===== config.mk =====
export PLATFORM = sky130hd
export DESIGN_NAME = preemptive_priority_task_queue_core
export DESIGN_NICKNAME = d
export VERILOG_FILES = /design/src/ptq_pkg.sv /design/src/ptq_queue.sv /design/src/ptq_nest.sv /design/src/preemptive_priority_task_queue_core.sv
export SDC_FILE = /design/constraint.sdc
export NUM_CORES = 1
export LEC_CHECK = 0
export BUFFER_PORTS_ARGS = -buffer_cell sky130_fd_sc_hd__buf_2
export CORE_ASPECT_RATIO = 2
export CORE_MARGIN = 8
export CORE_UTILIZATION = 54
export CTS_CLUSTER_DIAMETER = 100
export DETAILED_ROUTE_END_ITERATION = 12
export GPL_TIMING_DRIVEN = 0
export HOLD_SLACK_MARGIN = 0.05
export PLACE_DENSITY = 0.79
export SYNTH_ARGS = -nofsm -noshare
export SYNTH_HDL_FRONTEND = slang
export SYNTH_SLANG_ARGS = --single-unit

===== constraint.sdc =====
create_clock -name clk_i -period 10.4 [get_ports clk_i]
set_clock_uncertainty 0.1 [all_clocks]
set_input_delay 2.08 -clock clk_i [delete_from_list [all_inputs] [get_ports clk_i]]
set_output_delay 2.08 -clock clk_i [all_outputs]
set_load 0.02 [all_outputs]

===== src/ptq_pkg.sv =====
// Shared types, codes and constants of the preemptive priority task queue.
`default_nettype none
package ptq_pkg;

  localparam int unsigned PRIO_W   = 14;
  localparam int unsigned ID_W     = 8;
  localparam int unsigned FUNC_W   = 2;
  localparam int unsigned STATUS_W = 3;
  localparam int unsigned COUNT_W  = 5;

  localparam int unsigned QUEUE_DEPTH_DEF = 16;
  localparam int unsigned NEST_DEPTH_DEF  = 16;

  localparam logic [PRIO_W-1:0] IDLE_LEVEL = 14'd9999;

  localparam int unsigned IN_DATA_W  = 24;
  localparam int unsigned OUT_DATA_W = 48;

  typedef enum logic [FUNC_W-1:0] {
    FN_ADD      = 2'd0,
    FN_DISPATCH = 2'd1,
    FN_FINISH   = 2'd2,
    FN_NOP      = 2'd3
  } func_e;

  typedef enum logic [STATUS_W-1:0] {
    ST_ADDED       = 3'd0,
    ST_QUEUE_FULL  = 3'd1,
    ST_DISPATCHED  = 3'd2,
    ST_NO_DISPATCH = 3'd3,
    ST_FINISHED    = 3'd4,
    ST_STACK_EMPTY = 3'd5
  } status_e;

  // One queue entry: the task id above its priority.
  typedef struct packed {
    logic [ID_W-1:0]   id;
    logic [PRIO_W-1:0] prio;
  } entry_t;

  typedef struct packed {
    logic insert;
    logic peek;
    logic pop;
  } q_cmd_t;

  typedef struct packed {
    logic done;
    logic full;
    logic empty;
  } q_stat_t;

  typedef struct packed {
    logic push;
    logic pop;
  } nest_cmd_t;

  typedef struct packed {
    logic full;
    logic empty;
  } nest_stat_t;

endpackage
`default_nettype wire


===== src/ptq_queue.sv =====
// Sorted ring-buffer task queue held in a synchronous memory.
`default_nettype none
module ptq_queue import ptq_pkg::*; #(
  parameter int unsigned QUEUE_DEPTH = QUEUE_DEPTH_DEF
) (
  input  wire logic                               clk_i,
  input  wire logic                               rst_ni,
  input  wire q_cmd_t                             cmd_i,
  input  wire entry_t                             entry_i,
  output      q_stat_t                            stat_o,
  output      entry_t                             head_o,
  output      logic [$clog2(QUEUE_DEPTH+1)-1:0]   count_o
);

  localparam int unsigned IW = (QUEUE_DEPTH > 1) ? $clog2(QUEUE_DEPTH) : 1;
  localparam int unsigned CW = $clog2(QUEUE_DEPTH + 1);
  localparam logic [IW-1:0] LAST_IDX = IW'(QUEUE_DEPTH - 1);
  localparam logic [IW:0]   DEPTH_X  = (IW+1)'(QUEUE_DEPTH);
  localparam logic [CW-1:0] DEPTH_C  = CW'(QUEUE_DEPTH);

  typedef enum logic [1:0] {Q_IDLE, Q_RD, Q_CMP, Q_PEEK} q_state_e;

  q_state_e      state_q, state_d;
  logic [IW-1:0] head_q, head_d;
  logic [CW-1:0] count_q, count_d;
  logic [IW-1:0] pos_q, pos_d;
  logic [CW-1:0] left_q, left_d;
  entry_t        new_q, new_d;

  entry_t        mem_q [QUEUE_DEPTH];
  entry_t        rd_q;
  logic          we, re;
  logic [IW-1:0] wa, ra;
  entry_t        wd;

  logic [IW:0]   tail_sum;
  logic [IW-1:0] tail, pos_prev, head_next;
  logic          done;

  always_comb begin
    tail_sum  = {1'b0, head_q} + (IW+1)'(count_q);
    tail      = (tail_sum >= DEPTH_X) ? IW'(tail_sum - DEPTH_X) : tail_sum[IW-1:0];
    pos_prev  = (pos_q == '0) ? LAST_IDX : pos_q - IW'(1);
    head_next = (head_q == LAST_IDX) ? '0 : head_q + IW'(1);
  end

  // The insert walks from the tail toward the head, moving every entry that
  // is strictly less urgent one place back, with a read step and a compare step per entry.
  always_comb begin
    state_d = state_q;
    head_d  = head_q;
    count_d = count_q;
    pos_d   = pos_q;
    left_d  = left_q;
    new_d   = new_q;
    we      = 1'b0;
    re      = 1'b0;
    wa      = pos_q;
    ra      = pos_prev;
    wd      = new_q;
    done    = 1'b0;
    case (state_q)
      Q_IDLE: begin
        if (cmd_i.insert) begin
          pos_d   = tail;
          left_d  = count_q;
          new_d   = entry_i;
          state_d = Q_RD;
        end else if (cmd_i.peek) begin
          re      = 1'b1;
          ra      = head_q;
          state_d = Q_PEEK;
        end else if (cmd_i.pop) begin
          head_d  = head_next;
          count_d = count_q - CW'(1);
          done    = 1'b1;
        end
      end
      Q_RD: begin
        if (left_q == '0) begin
          we      = 1'b1;
          count_d = count_q + CW'(1);
          done    = 1'b1;
          state_d = Q_IDLE;
        end else begin
          re      = 1'b1;
          state_d = Q_CMP;
        end
      end
      Q_CMP: begin
        we = 1'b1;
        if (rd_q.prio > new_q.prio) begin
          wd      = rd_q;
          pos_d   = pos_prev;
          left_d  = left_q - CW'(1);
          state_d = Q_RD;
        end else begin
          count_d = count_q + CW'(1);
          done    = 1'b1;
          state_d = Q_IDLE;
        end
      end
      Q_PEEK: begin
        done    = 1'b1;
        state_d = Q_IDLE;
      end
      default: state_d = Q_IDLE;
    endcase
  end

  always_ff @(posedge clk_i or negedge rst_ni) begin
    if (!rst_ni) begin
      state_q <= Q_IDLE;
      head_q  <= '0;
      count_q <= '0;
      pos_q   <= '0;
      left_q  <= '0;
      new_q   <= '0;
    end else begin
      state_q <= state_d;
      head_q  <= head_d;
      count_q <= count_d;
      pos_q   <= pos_d;
      left_q  <= left_d;
      new_q   <= new_d;
    end
  end

  always_ff @(posedge clk_i) begin
    if (we) begin
      mem_q[wa] <= wd;
    end
    if (re) begin
      rd_q <= mem_q[ra];
    end
  end

  assign stat_o.done  = done;
  assign stat_o.full  = (count_q == DEPTH_C);
  assign stat_o.empty = (count_q == '0);
  assign head_o       = rd_q;
  assign count_o      = count_q;

endmodule
`default_nettype wire


===== src/ptq_nest.sv =====
// Nesting stack of saved running levels held in a synchronous memory.
`default_nettype none
module ptq_nest import ptq_pkg::*; #(
  parameter int unsigned NEST_DEPTH = NEST_DEPTH_DEF
) (
  input  wire logic              clk_i,
  input  wire logic              rst_ni,
  input  wire nest_cmd_t         cmd_i,
  input  wire logic [PRIO_W-1:0] level_i,
  output      nest_stat_t        stat_o,
  output      logic [PRIO_W-1:0] level_o
);

  localparam int unsigned NW = (NEST_DEPTH > 1) ? $clog2(NEST_DEPTH) : 1;
  localparam int unsigned DW = $clog2(NEST_DEPTH + 1);
  localparam logic [DW-1:0] DEPTH_C = DW'(NEST_DEPTH);

  logic [DW-1:0]     depth_q, depth_d;
  logic [DW-1:0]     depth_dec;
  logic [PRIO_W-1:0] mem_q [NEST_DEPTH];
  logic [PRIO_W-1:0] rd_q;

  assign depth_dec = depth_q - DW'(1);

  always_comb begin
    depth_d = depth_q;
    if (cmd_i.push) begin
      depth_d = depth_q + DW'(1);
    end else if (cmd_i.pop) begin
      depth_d = depth_dec;
    end
  end

  always_ff @(posedge clk_i or negedge rst_ni) begin
    if (!rst_ni) begin
      depth_q <= '0;
    end else begin
      depth_q <= depth_d;
    end
  end

  // The popped level is registered and appears on level_o in the cycle after the pop.
  always_ff @(posedge clk_i) begin
    if (cmd_i.push) begin
      mem_q[depth_q[NW-1:0]] <= level_i;
    end
    if (cmd_i.pop) begin
      rd_q <= mem_q[depth_dec[NW-1:0]];
    end
  end

  assign stat_o.full  = (depth_q == DEPTH_C);
  assign stat_o.empty = (depth_q == '0);
  assign level_o      = rd_q;

endmodule
`default_nettype wire


===== src/preemptive_priority_task_queue_core.sv =====
// Top level of the preemptive priority task queue: control sequencer and output register.
// Steps per input transaction: a dispatch peeks at the queue head and, if it preempts, pops
// it; an add walks the queue from the tail, moving each queued task less urgent than it (fewer
// than QUEUE_DEPTH) one place back; a finish pops the nesting stack; refusals at acceptance go
// straight to output. One item is worked at a time; the read-modify-write walk of the queue memory
// sets the rate. Asynchronous active-low reset empties the queue and the nesting stack and
// sets the running level to the idle level 9999; the memories themselves are not cleared.
`default_nettype none
module preemptive_priority_task_queue_core import ptq_pkg::*; #(
  parameter int unsigned QUEUE_DEPTH = QUEUE_DEPTH_DEF,
  parameter int unsigned NEST_DEPTH  = NEST_DEPTH_DEF
) (
  input  wire logic                  clk_i,
  input  wire logic                  rst_ni,
  input  wire logic                  s_axis_tvalid_i,
  output      logic                  s_axis_tready_o,
  // tdata from bit 0: func[1:0], task_id[9:2], priority_req[23:10].
  input  wire logic [IN_DATA_W-1:0]  s_axis_tdata_i,
  output      logic                  m_axis_tvalid_o,
  input  wire logic                  m_axis_tready_i,
  // tdata from bit 0: status[2:0], out_task_id[10:3], out_priority[24:11],
  // running_priority[38:25], pending_count[43:39], zero fill[47:44].
  output      logic [OUT_DATA_W-1:0] m_axis_tdata_o
);

  localparam int unsigned CW = $clog2(QUEUE_DEPTH + 1);

  typedef enum logic [2:0] {
    S_IDLE, S_INSERT, S_PEEK, S_POP, S_FINISH, S_OUT
  } state_e;

  // Input transaction fields.
  logic [FUNC_W-1:0] in_func;
  logic [ID_W-1:0]   in_id;
  logic [PRIO_W-1:0] in_prio;
  logic              accept;

  assign in_func = s_axis_tdata_i[1:0];
  assign in_id   = s_axis_tdata_i[9:2];
  assign in_prio = s_axis_tdata_i[23:10];

  state_e            state_q, state_d;
  logic [PRIO_W-1:0] cur_q, cur_d;
  status_e           res_status_q, res_status_d;
  logic [ID_W-1:0]   res_id_q, res_id_d;
  logic [PRIO_W-1:0] res_prio_q, res_prio_d;

  logic                  out_valid_q, out_valid_d;
  logic [STATUS_W-1:0]   out_status_q, out_status_d;
  logic [ID_W-1:0]       out_id_q, out_id_d;
  logic [PRIO_W-1:0]     out_prio_q, out_prio_d;
  logic [PRIO_W-1:0]     out_run_q, out_run_d;
  logic [COUNT_W-1:0]    out_count_q, out_count_d;

  q_cmd_t            q_cmd;
  q_stat_t           q_stat;
  entry_t            q_entry;
  entry_t            q_head;
  logic [CW-1:0]     q_count;
  nest_cmd_t         n_cmd;
  nest_stat_t        n_stat;
  logic [PRIO_W-1:0] n_level;

  assign q_entry.id   = in_id;
  assign q_entry.prio = in_prio;

  ptq_queue #(
    .QUEUE_DEPTH(QUEUE_DEPTH)
  ) u_queue (
    .clk_i  (clk_i),
    .rst_ni (rst_ni),
    .cmd_i  (q_cmd),
    .entry_i(q_entry),
    .stat_o (q_stat),
    .head_o (q_head),
    .count_o(q_count)
  );

  ptq_nest #(
    .NEST_DEPTH(NEST_DEPTH)
  ) u_nest (
    .clk_i  (clk_i),
    .rst_ni (rst_ni),
    .cmd_i  (n_cmd),
    .level_i(cur_q),
    .stat_o (n_stat),
    .level_o(n_level)
  );

  // A new transaction is taken whenever the sequencer is idle; a finished
  // result may still be waiting in the output register at that time.
  assign s_axis_tready_o = (state_q == S_IDLE);
  assign accept          = s_axis_tvalid_i && s_axis_tready_o;

  always_comb begin
    state_d      = state_q;
    cur_d        = cur_q;
    res_status_d = res_status_q;
    res_id_d     = res_id_q;
    res_prio_d   = res_prio_q;
    q_cmd        = '0;
    n_cmd        = '0;
    out_valid_d  = out_valid_q && !m_axis_tready_i;
    out_status_d = out_status_q;
    out_id_d     = out_id_q;
    out_prio_d   = out_prio_q;
    out_run_d    = out_run_q;
    out_count_d  = out_count_q;
    case (state_q)
      S_IDLE: begin
        if (accept) begin
          res_id_d     = '0;
          res_prio_d   = '0;
          res_status_d = ST_NO_DISPATCH;
          state_d      = S_OUT;
          case (func_e'(in_func))
            FN_ADD: begin
              if (q_stat.full) begin
                res_status_d = ST_QUEUE_FULL;
              end else begin
                q_cmd.insert = 1'b1;
                state_d      = S_INSERT;
              end
            end
            FN_DISPATCH: begin
              // Both an empty queue and a full nesting stack refuse outright.
              if (!q_stat.empty && !n_stat.full) begin
                q_cmd.peek = 1'b1;
                state_d    = S_PEEK;
              end
            end
            FN_FINISH: begin
              if (n_stat.empty) begin
                res_status_d = ST_STACK_EMPTY;
              end else begin
                n_cmd.pop = 1'b1;
                state_d   = S_FINISH;
              end
            end
            default: begin
              res_status_d = ST_NO_DISPATCH;
            end
          endcase
        end
      end
      S_INSERT: begin
        if (q_stat.done) begin
          res_status_d = ST_ADDED;
          state_d      = S_OUT;
        end
      end
      S_PEEK: begin
        // The head entry is valid here; it preempts only if strictly more urgent.
        if (q_stat.done) begin
          if (q_head.prio < cur_q) begin
            res_id_d     = q_head.id;
            res_prio_d   = q_head.prio;
            res_status_d = ST_DISPATCHED;
            state_d      = S_POP;
          end else begin
            state_d = S_OUT;
          end
        end
      end
      S_POP: begin
        // Drop the head, save the running level and raise the new one.
        q_cmd.pop  = 1'b1;
        n_cmd.push = 1'b1;
        cur_d      = res_prio_q;
        state_d    = S_OUT;
      end
      S_FINISH: begin
        cur_d        = n_level;
        res_status_d = ST_FINISHED;
        state_d      = S_OUT;
      end
      S_OUT: begin
        if (!out_valid_q || m_axis_tready_i) begin
          out_valid_d  = 1'b1;
          out_status_d = res_status_q;
          out_id_d     = res_id_q;
          out_prio_d   = res_prio_q;
          out_run_d    = cur_q;
          out_count_d  = COUNT_W'(q_count);
          state_d      = S_IDLE;
        end
      end
      default: state_d = S_IDLE;
    endcase
  end

  always_ff @(posedge clk_i or negedge rst_ni) begin
    if (!rst_ni) begin
      state_q      <= S_IDLE;
      cur_q        <= IDLE_LEVEL;
      res_status_q <= ST_NO_DISPATCH;
      res_id_q     <= '0;
      res_prio_q   <= '0;
      out_valid_q  <= 1'b0;
      out_status_q <= '0;
      out_id_q     <= '0;
      out_prio_q   <= '0;
      out_run_q    <= '0;
      out_count_q  <= '0;
    end else begin
      state_q      <= state_d;
      cur_q        <= cur_d;
      res_status_q <= res_status_d;
      res_id_q     <= res_id_d;
      res_prio_q   <= res_prio_d;
      out_valid_q  <= out_valid_d;
      out_status_q <= out_status_d;
      out_id_q     <= out_id_d;
      out_prio_q   <= out_prio_d;
      out_run_q    <= out_run_d;
      out_count_q  <= out_count_d;
    end
  end

  assign m_axis_tvalid_o = out_valid_q;
  assign m_axis_tdata_o  = {4'b0000, out_count_q, out_run_q, out_prio_q, out_id_q,
                            out_status_q};

  // A dispatched task's priority becomes the running level it reports.
  a_dispatch_level: assert property (@(posedge clk_i) disable iff (!rst_ni)
    out_valid_q && (out_status_q == ST_DISPATCHED) |-> (out_run_q == out_prio_q))
    else $error("dispatched priority differs from running level");

  // Only a dispatch carries a task id and priority.
  a_zero_fields: assert property (@(posedge clk_i) disable iff (!rst_ni)
    out_valid_q && (out_status_q != ST_DISPATCHED) |-> (out_id_q == '0) && (out_prio_q == '0))
    else $error("non-dispatch result carries task fields");

  // Never insert into a full queue nor push onto a full stack.
  a_no_overflow: assert property (@(posedge clk_i) disable iff (!rst_ni)
    (q_cmd.insert |-> !q_stat.full) and (n_cmd.push |-> !n_stat.full))
    else $error("write into a full store");

  // A finish that pops a level always goes through the finish state, which reports finished.
  a_finish_flow: assert property (@(posedge clk_i) disable iff (!rst_ni)
    n_cmd.pop |=> (state_q == S_FINISH))
    else $error("stack pop without finish step");

endmodule
`default_nettype wire

==> results.yml, run 1 <==
worst_hold_path:
  hp-class: "reg2reg"
  worst_hold_path.num_cells: 2
  holdCritStartpoint: "u_nest.level_o[8]$_DFFE_PP_"
  min_delay_worst_endpoint: "cur_q[8]$_DFFE_PN1P_"
sta:
  setup_viol: 0
  grt_setup_unrepaired: "false"
  finalMaxSlewViolations: 0
  fmax_mhz: 198
  period_minus_slack_ns: 5.04
  final.setup.tns_ns: 0
  worst_margin_pin_slew_ns: 1.42
  worst_slew_margin_rel_pct: 5.35
  report.final.hold_viol_count: 0
  period_share_pct: 48.5
yosys:
  synthesis.area_um2: 30300
  postSynthAreaPerCell_um2: 17.3
  synth_cell_types: 69
  number_of_enable_flip_flop_cells_after_synthesis: 612
  post_synth_main_area_contributors: "sky130_fd_sc_hd__edfxtp_1, sky130_fd_sc_hd__dfrtp_1, sky130_fd_sc_hd__mux2i_1"
  yosysTopAreaCell: "sky130_fd_sc_hd__edfxtp_1"
  synth-async-reset-ratio_pct: 18.0
  yosys_warnings: 0
  syn_inst: 1755
  synth.yosys.seq_area_share_pct: 71.8
  postSynthRegisterBits: 746
  area_fraction_of_the_dominant_cell_type_after_synthesis_pct: 60.7
  synth_top_flop_cell: "sky130_fd_sc_hd__edfxtp_1"
cells_and_area:
  finish.instance_area_um2: 33900
  layout_common_cells: "sky130_fd_sc_hd__edfxtp_1, sky130_fd_sc_hd__mux2i_1, sky130_fd_sc_hd__dfrtp_1"
  instances_no_fill: 2708
  syn2layout_area_growth_pct: 11.9
  most_common_cell_after_layout_fill_and_taps_aside: "sky130_fd_sc_hd__edfxtp_1"
  num-nets-final: 1986
  diode_count: 0
  drive_above_1_share_pct: 20.9
critical_path:
  critPathBufInv: 4
  slowest_stage: "sky130_fd_sc_hd__clkbuf_1"
  worst_r2r_end: "u_queue.head_o[13]$_DFFE_PP_"
  r2r_slack_ns: 5.36
  required_ns: 10.63
  worst_path_most_repeated_cell: "sky130_fd_sc_hd__clkbuf_1"
  critPathArrivalTime_ns: 5.28
  timing.critical_path.fanout_max: 10
  regToRegStartpoint: "u_nest.depth_q[0]$_DFFE_PN0P_"
  timing.setup.critical_path_class: "reg2reg"
  cp-start-kind: "flip-flop"
  crit_path_end_kind: "flip-flop"
  ff2ff_path_depth: 12
  path_delay_family: "buffers and inverters"
  crit_chain: "clkbuf_1 > clkbuf_1 > inv_1 > ha_1 > or3b_1 > o221ai_1 > nor2_2 > nor3_1 > a31oi_1 > clkbuf_1 > o22ai_1 > or4_1"
  worst_path_largest_cell_delay_ns: 0.64
global_route:
  grt_pass1_wl_um: 107000
  grt_start_max_net_pins: 90
  gr-total-overflow: 0
  first_global_vias: 17003
  grt_usage_pct: 22.3
  grt_antenna_before_repair: 0
power:
  power.combinational.fraction_pct: 36.9
  sequentialPowerShare_pct: 41.1
  worst_voltage_drop_across_the_vdd_grid_mv: 0.226
  swShare_pct: 35.8
  power.total_mw: 10.5
  clock_power_share_pct: 21.9
  power_report.internal_total_mw: 6.75
  power-per-cell-area_nw_per_um2: 310
  p_leak_nw: 12.2
  power.net_switching_mw: 3.76
drt:
  drcViolationCount: 0
  post_drt_via_cell_ratio: 6.29
  vias: 17030
  routed_wl_um: 72200
  routed_wire_length_per_instance_um: 26.6
  drt_iter0_drc: 1978
  drt-pass1-iter-count: 7
  final_antenna_net_count: 0
clock_tree:
  cts.htree.levels: 2
  clk_root_buffer_cell: "sky130_fd_sc_hd__clkbuf_16"
  count_of_hold_buffers_inserted_by_post_cts_repair: 0
  cts_buffer_depth: 3
  cts-resized-gates: 0
  insertion_delay_ns: 0.61
  clk_transition_reported_paths_ns: 0.07
  cts_tree: "done"
  clkSinkCount: 746
  postCtsSetupRepairBufs: 0
  cts_buffers: 60
placement:
  io_buffers: 73
  detailedPlacementHpwl_um: 46200
  gpl.final_weighted_congestion: 0.899
  numPlacedInstances: 2596
  placement.cell_area_um2: 31900
floorplanning:
  floorplan.die_area_um2: 64400
  pin_count: 78
  fp-row-count: 123
  die_h_um: 351
  die_width_um: 183
  initial_utilization_pct: 54.2
  coreArea_um2: 55900
status:
  status: "finished, final reports clean"
flow_run:
  maxCapViolCount: 0
routing by layer:
metal  vias to the layer above  GRT usage, %  share of wire, %
met5                         -             0                 0
met2                       880          35.4                47
met3                       176          3.33               8.4
li1                       7250             -                 -
met1                      8724          30.3                40
met4                         0          9.85               4.8
cell families (layout without fill, tap and decap cells):
family / count (synthesis) / count (layout) / share of synthesized area, %
xor+xnor: 17 / 17 / 0.492
flops: 746 / 746 / 71.8
other cells: 1 / 4 / 0.0124
simple gates: 207 / 207 / 3.63
fa+ha+maj: 50 / 50 / 2.12
compound gates: 269 / 269 / 5.92
buf+inv: 139 / 339 / 2.02
mux: 326 / 326 / 14.0
per-stage QoR:
stage | hold WS [ns] | setup slack, ns | utilization (%)
6_report | 0.397 | 5.36 | 60.7
4_1_cts | 0.393 | 5.43 | 60.7
5_1_grt | 0.428 | 5.12 | 60.7
3_5_place_dp | 0.371 | 4.92 | 57.1
2_1_floorplan | 0.349 | 6.08 | -
3_3_place_gp | 0.362 | 4.71 | 56.6
state kept, by name, indices dropped and copies added, names as in the netlist, 5 cells and up:
| name | count |
|---|---|
| u_queue.mem_q | 352 |
| u_nest.mem_q | 224 |
| u_queue.head_o | 22 |
| u_queue.new_q | 22 |
| cur_q | 14 |
| out_prio_q | 14 |
| out_run_q | 14 |
| res_prio_q | 14 |
| u_nest.level_o | 14 |
| out_id_q | 8 |
| res_id_q | 8 |
| out_count_q | 5 |
| u_nest.depth_q | 5 |
| u_queue.count_o | 5 |
| u_queue.left_q | 5 |
power by group through the flow:
stage	sequential (mW)	clock [mW]	combinational, mW
floorplan	4.26	0	2.55
global placement	4.37	0	3.66
detailed placement	4.38	0	3.81
CTS	4.32	2.31	3.85
global route	4.35	2.42	4.12
finish	4.32	2.30	3.88
worst max-delay path by stage:
stage                             startpoint  cells after the start                        endpoint
2_1_floorplan              s_axis_tdata_i[0]                      9    u_queue.head_o[10]$_DFFE_PP_
3_3_place_gp   u_queue.left_q[0]$_DFFE_PN0P_                      8  u_queue.mem_q[0][15]$_DFFE_PP_
3_5_place_dp                 s_axis_tvalid_i                      9    u_queue.head_o[13]$_DFFE_PP_
4_1_cts        u_nest.depth_q[0]$_DFFE_PN0P_                     12    u_queue.head_o[13]$_DFFE_PP_
5_1_grt        u_nest.depth_q[0]$_DFFE_PN0P_                     12     u_queue.head_o[5]$_DFFE_PP_
6_report       u_nest.depth_q[0]$_DFFE_PN0P_                     12    u_queue.head_o[13]$_DFFE_PP_
layout make-up:
type | instances | area [um^2]
sequential | 746 | 21700
tap | 750 | 938
fill | 3939 | 22000
multi-input combinational | 873 | 8070
inverter | 53 | 199
clock inverter | 27 | 253
clock buffer | 85 | 1750
timing repair buffer | 88 | 536
buffer | 86 | 414
cells in the mapped netlist, types with 9 or more instances:
master,count
sky130_fd_sc_hd__a31oi_1,9
sky130_fd_sc_hd__and2_1,15
sky130_fd_sc_hd__a21oi_1,32
sky130_fd_sc_hd__nand2_1,51
sky130_fd_sc_hd__nor3_1,20
sky130_fd_sc_hd__clkbuf_1,49
sky130_fd_sc_hd__o21ai_0,49
sky130_fd_sc_hd__mux2_2,82
sky130_fd_sc_hd__mux4_2,70
sky130_fd_sc_hd__ha_1,48
sky130_fd_sc_hd__buf_2,19
sky130_fd_sc_hd__o22ai_1,91
sky130_fd_sc_hd__dfrtp_1,124
sky130_fd_sc_hd__nor2_1,40
sky130_fd_sc_hd__nand3_1,16
sky130_fd_sc_hd__inv_1,53
sky130_fd_sc_hd__or4_1,20
sky130_fd_sc_hd__xnor2_1,11
sky130_fd_sc_hd__a22oi_1,14
sky130_fd_sc_hd__edfxtp_1,612
sky130_fd_sc_hd__mux2i_1,174
sky130_fd_sc_hd__buf_4,10
sky130_fd_sc_hd__a22o_1,22
sky130_fd_sc_hd__dfstp_2,10
tightest hold or removal path: cells and delay by family (launching register included):
| family | cells | cell delay (ns) |
|---|---|---|
| AO/OA/AOI/OAI | 2 | 0.14 |
| flip-flops | 1 | 0.32 |
(Power assumes the default switching activity.)
==> inputs of run 2 (changes only) <==
--- a/config.mk
+++ b/config.mk
@@ -5,6 +5,7 @@
 export SDC_FILE = /design/constraint.sdc
 export NUM_CORES = 1
 export LEC_CHECK = 0
+export ABC_AREA = 1
 export BUFFER_PORTS_ARGS = -buffer_cell sky130_fd_sc_hd__buf_2
 export CORE_ASPECT_RATIO = 2
 export CORE_MARGIN = 8
==> constraint.sdc (replaced) <==
create_clock -name clk_i -period 4.8 [get_ports clk_i]
set_clock_uncertainty 0.1 [all_clocks]
set_input_delay 0.96 -clock clk_i [delete_from_list [all_inputs] [get_ports clk_i]]
set_output_delay 0.96 -clock clk_i [all_outputs]
set_load 0.02 [all_outputs]
==> results.yml, run 2 <==
sta:
  period_minus_slack_ns: 4.62
  fmax_mhz: 216
  finalMaxSlewViolations: 0
  final.setup.tns_ns: 0
  period_share_pct: 96.3
  report.final.hold_viol_count: 0
  final_worst_slack_ns: 0.179
  worst_slew_margin_rel_pct: 9.35
  worst_margin_pin_slew_ns: 1.35
  setup_viol: 0
  grt_setup_unrepaired: "false"
floorplanning:
  die_width_um: 189
  coreArea_um2: 59600
  fp-row-count: 127
  initial_utilization_pct: 54.3
  floorplan.die_area_um2: 68500
  pin_count: 78
  die_h_um: 362
critical_path:
  crit_path_end_kind: "flip-flop"
  timing.critical_path.fanout_max: 12
  critPathArrivalTime_ns: 4.88
  cp-start-kind: "flip-flop"
  required_ns: 5.06
  timing.setup.critical_path_class: "reg2reg"
cells_and_area:
  finish.instance_area_um2: 36400
  num-nets-final: 3198
  drive_above_1_share_pct: 10.7
  layout.core_utilization_pct: 61.1
  most_common_cell_after_layout_fill_and_taps_aside: "sky130_fd_sc_hd__edfxtp_1"
  regMostFlops: "u_queue.mem_q"
  syn2layout_area_growth_pct: 12.5
  largest_register_ffs: 352
  diode_count: 0
  reg_top3: "u_queue.mem_q x352, u_nest.mem_q x224"
  layout_common_cells: "sky130_fd_sc_hd__edfxtp_1, sky130_fd_sc_hd__inv_1, sky130_fd_sc_hd__nand3_1"
worst_hold_path:
  hp-class: "in2async"
clock_tree:
  cts_buffer_depth: 3
  insertion_delay_ns: 0.63
  clk_root_buffer_cell: "sky130_fd_sc_hd__clkbuf_16"
  clk_transition_reported_paths_ns: 0.07
  clkSinkCount: 746
  cts_tree: "done"
  cts_buffers: 67
  cts.htree.levels: 3
  count_of_hold_buffers_inserted_by_post_cts_repair: 0
placement:
  preCtsSetupSlack_ns: 0.0795
  io_buffers: 73
  detailedPlacementHpwl_um: 60000
  gpl.final_weighted_congestion: 0.954
  placement.cell_area_um2: 34200
drt:
  final_antenna_net_count: 0
  drcViolationCount: 0
  vias: 23267
  drt_iter0_drc: 3130
  routed_wl_um: 88200
  routed_wire_length_per_instance_um: 22.4
  post_drt_via_cell_ratio: 5.89
  drt-pass1-iter-count: 9
yosys:
  yosys_warnings: 0
  area_fraction_of_the_dominant_cell_type_after_synthesis_pct: 56.8
  post_synth_main_area_contributors: "sky130_fd_sc_hd__edfxtp_1, sky130_fd_sc_hd__dfrtp_1, sky130_fd_sc_hd__nand3_1"
  number_of_enable_flip_flop_cells_after_synthesis: 612
  synthesis.area_um2: 32400
  synth_top_flop_cell: "sky130_fd_sc_hd__edfxtp_1"
  synth.top_cells.by_count: "sky130_fd_sc_hd__edfxtp_1, sky130_fd_sc_hd__inv_1, sky130_fd_sc_hd__nand3_1"
  synthMostInstantiatedCell: "sky130_fd_sc_hd__edfxtp_1"
  syn_inst: 2946
  yosysTopAreaCell: "sky130_fd_sc_hd__edfxtp_1"
  synth-async-reset-ratio_pct: 18.0
  postSynthAreaPerCell_um2: 11.0
  synth.yosys.seq_area_share_pct: 67.2
  postSynthRegisterBits: 746
  synth_cell_types: 47
power:
  worst_voltage_drop_across_the_vdd_grid_mv: 0.519
  power-per-cell-area_nw_per_um2: 721
  swShare_pct: 43.9
  power.total_mw: 26.2
  power_report.internal_total_mw: 14.7
  sequentialPowerShare_pct: 35.9
  p_leak_nw: 14.9
  power.combinational.fraction_pct: 44.0
  power.net_switching_mw: 11.5
  clock_power_share_pct: 20.1
global_route:
  grt_antenna_before_repair: 1
  grt_usage_pct: 25.4
  grt_pass1_wl_um: 133000
  gr-total-overflow: 0
  first_global_vias: 22530
  grt_start_max_net_pins: 73
flow_run:
  maxCapViolCount: 0
status:
  status: "finished, final reports clean"
-- run 2: cell count changes after synthesis, sizes merged, moves of 52 or more --
cell / delta
mux4: -70
nand2: +399
nand3: +435
inv: +402
nor2: +197
o22ai: -86
o21ai: +121
mux2i: -159
mux2: -52
-- run 2: final cells by class --
class                      instances  area [um^2]
inverter                         458         1720
tap                              774          968
buffer                           152          683
clock inverter                    35          284
multi-input combinational       1593         8340
timing repair buffer             102          821
fill                            4469        23200
sequential                       746        21700
clock buffer                      87         1850
-- run 2: metrics by stage --
stage	hold slack (ns)	cells
floorplan	0.336	2949
global placement	0.345	3796
detailed placement	0.347	3823
CTS	0.259	3945
global route	0.308	3947
finish	0.245	3947
-- run 2: cell families (layout without fill, tap and decap cells) --
family          count (synthesis)  after routing  share of synthesized area, %
compound gates                326            326                          6.18
xor+xnor                       15             15                         0.406
fa+ha+maj                      50             50                          1.98
buf+inv                       610            834                          7.42
flops                         746            746                          67.2
mux                            45             45                          1.51
other cells                     1              4                        0.0116
simple gates                 1153           1153                          15.3
-- run 2: final timing paths --
check / slack [ns] / end / from / cells past startpoint
min reg2reg: 0.37 / cur_q[8]$_DFFE_PN1P_ / u_nest.level_o[8]$_DFFE_PP_ / 2
min in group clk_i: 0.37 / cur_q[8]$_DFFE_PN1P_ / u_nest.level_o[8]$_DFFE_PP_ / 2
max reg2reg: 0.18 / u_queue.head_o[6]$_DFFE_PP_ / u_nest.depth_q[0]$_DFFE_PN0P_ / 16
max in group asynchronous: 3.56 / res_status_q[0]$_DFFE_PN1P_ / rst_ni / 2
max: 0.18 / u_queue.head_o[6]$_DFFE_PP_ / u_nest.depth_q[0]$_DFFE_PN0P_ / 16
min: 0.25 / out_prio_q[0]$_DFFE_PN0P_ / rst_ni / 1
-- run 2: worst max-delay path, cell delays in order (launching register included) --
cell and delay (ns):
sky130_fd_sc_hd__dfrtp_1 0.41, sky130_fd_sc_hd__clkbuf_1 0.18, sky130_fd_sc_hd__inv_2 0.21, sky130_fd_sc_hd__clkbuf_1 0.48, sky130_fd_sc_hd__clkbuf_2 0.39, sky130_fd_sc_hd__ha_1 0.28
sky130_fd_sc_hd__nand3_1 0.12, sky130_fd_sc_hd__nand3_2 0.15, sky130_fd_sc_hd__nor2_4 0.07, sky130_fd_sc_hd__nand3_1 0.32, sky130_fd_sc_hd__buf_2 0.40, sky130_fd_sc_hd__clkbuf_1 0.46
sky130_fd_sc_hd__nand3_1 0.15, sky130_fd_sc_hd__nand3_1 0.11, sky130_fd_sc_hd__nand3_1 0.17, sky130_fd_sc_hd__nand3_1 0.27, sky130_fd_sc_hd__nand2_1 0.10
-- run 2: power groups by stage --
stage	clock network, mW	logic [mW]	registers, mW
2_1_floorplan	0	6.66	9.29
3_3_place_gp	0	10.6	9.51
3_5_place_dp	0	11.1	9.53
4_1_cts	5.31	11.2	9.40
5_1_grt	5.52	12.3	9.47
6_report	5.28	11.5	9.42
-- run 2: what timing repair did --
action / 4_1_cts / 5_1_grt
endpoints found under the setup margin: 0 / 19
gates resized for setup: 0 / 1
buffers inserted: 0 / 0
-- run 2: per-layer routing --
layer / up-vias / part of all wire [%] / GRT usage [%]
met4: 0 / 4.2 / 11.5
met5: - / 0 / 0
met3: 243 / 12 / 4.85
met2: 1478 / 47 / 39.8
met1: 11188 / 38 / 34.0
li1: 10358 / - / -
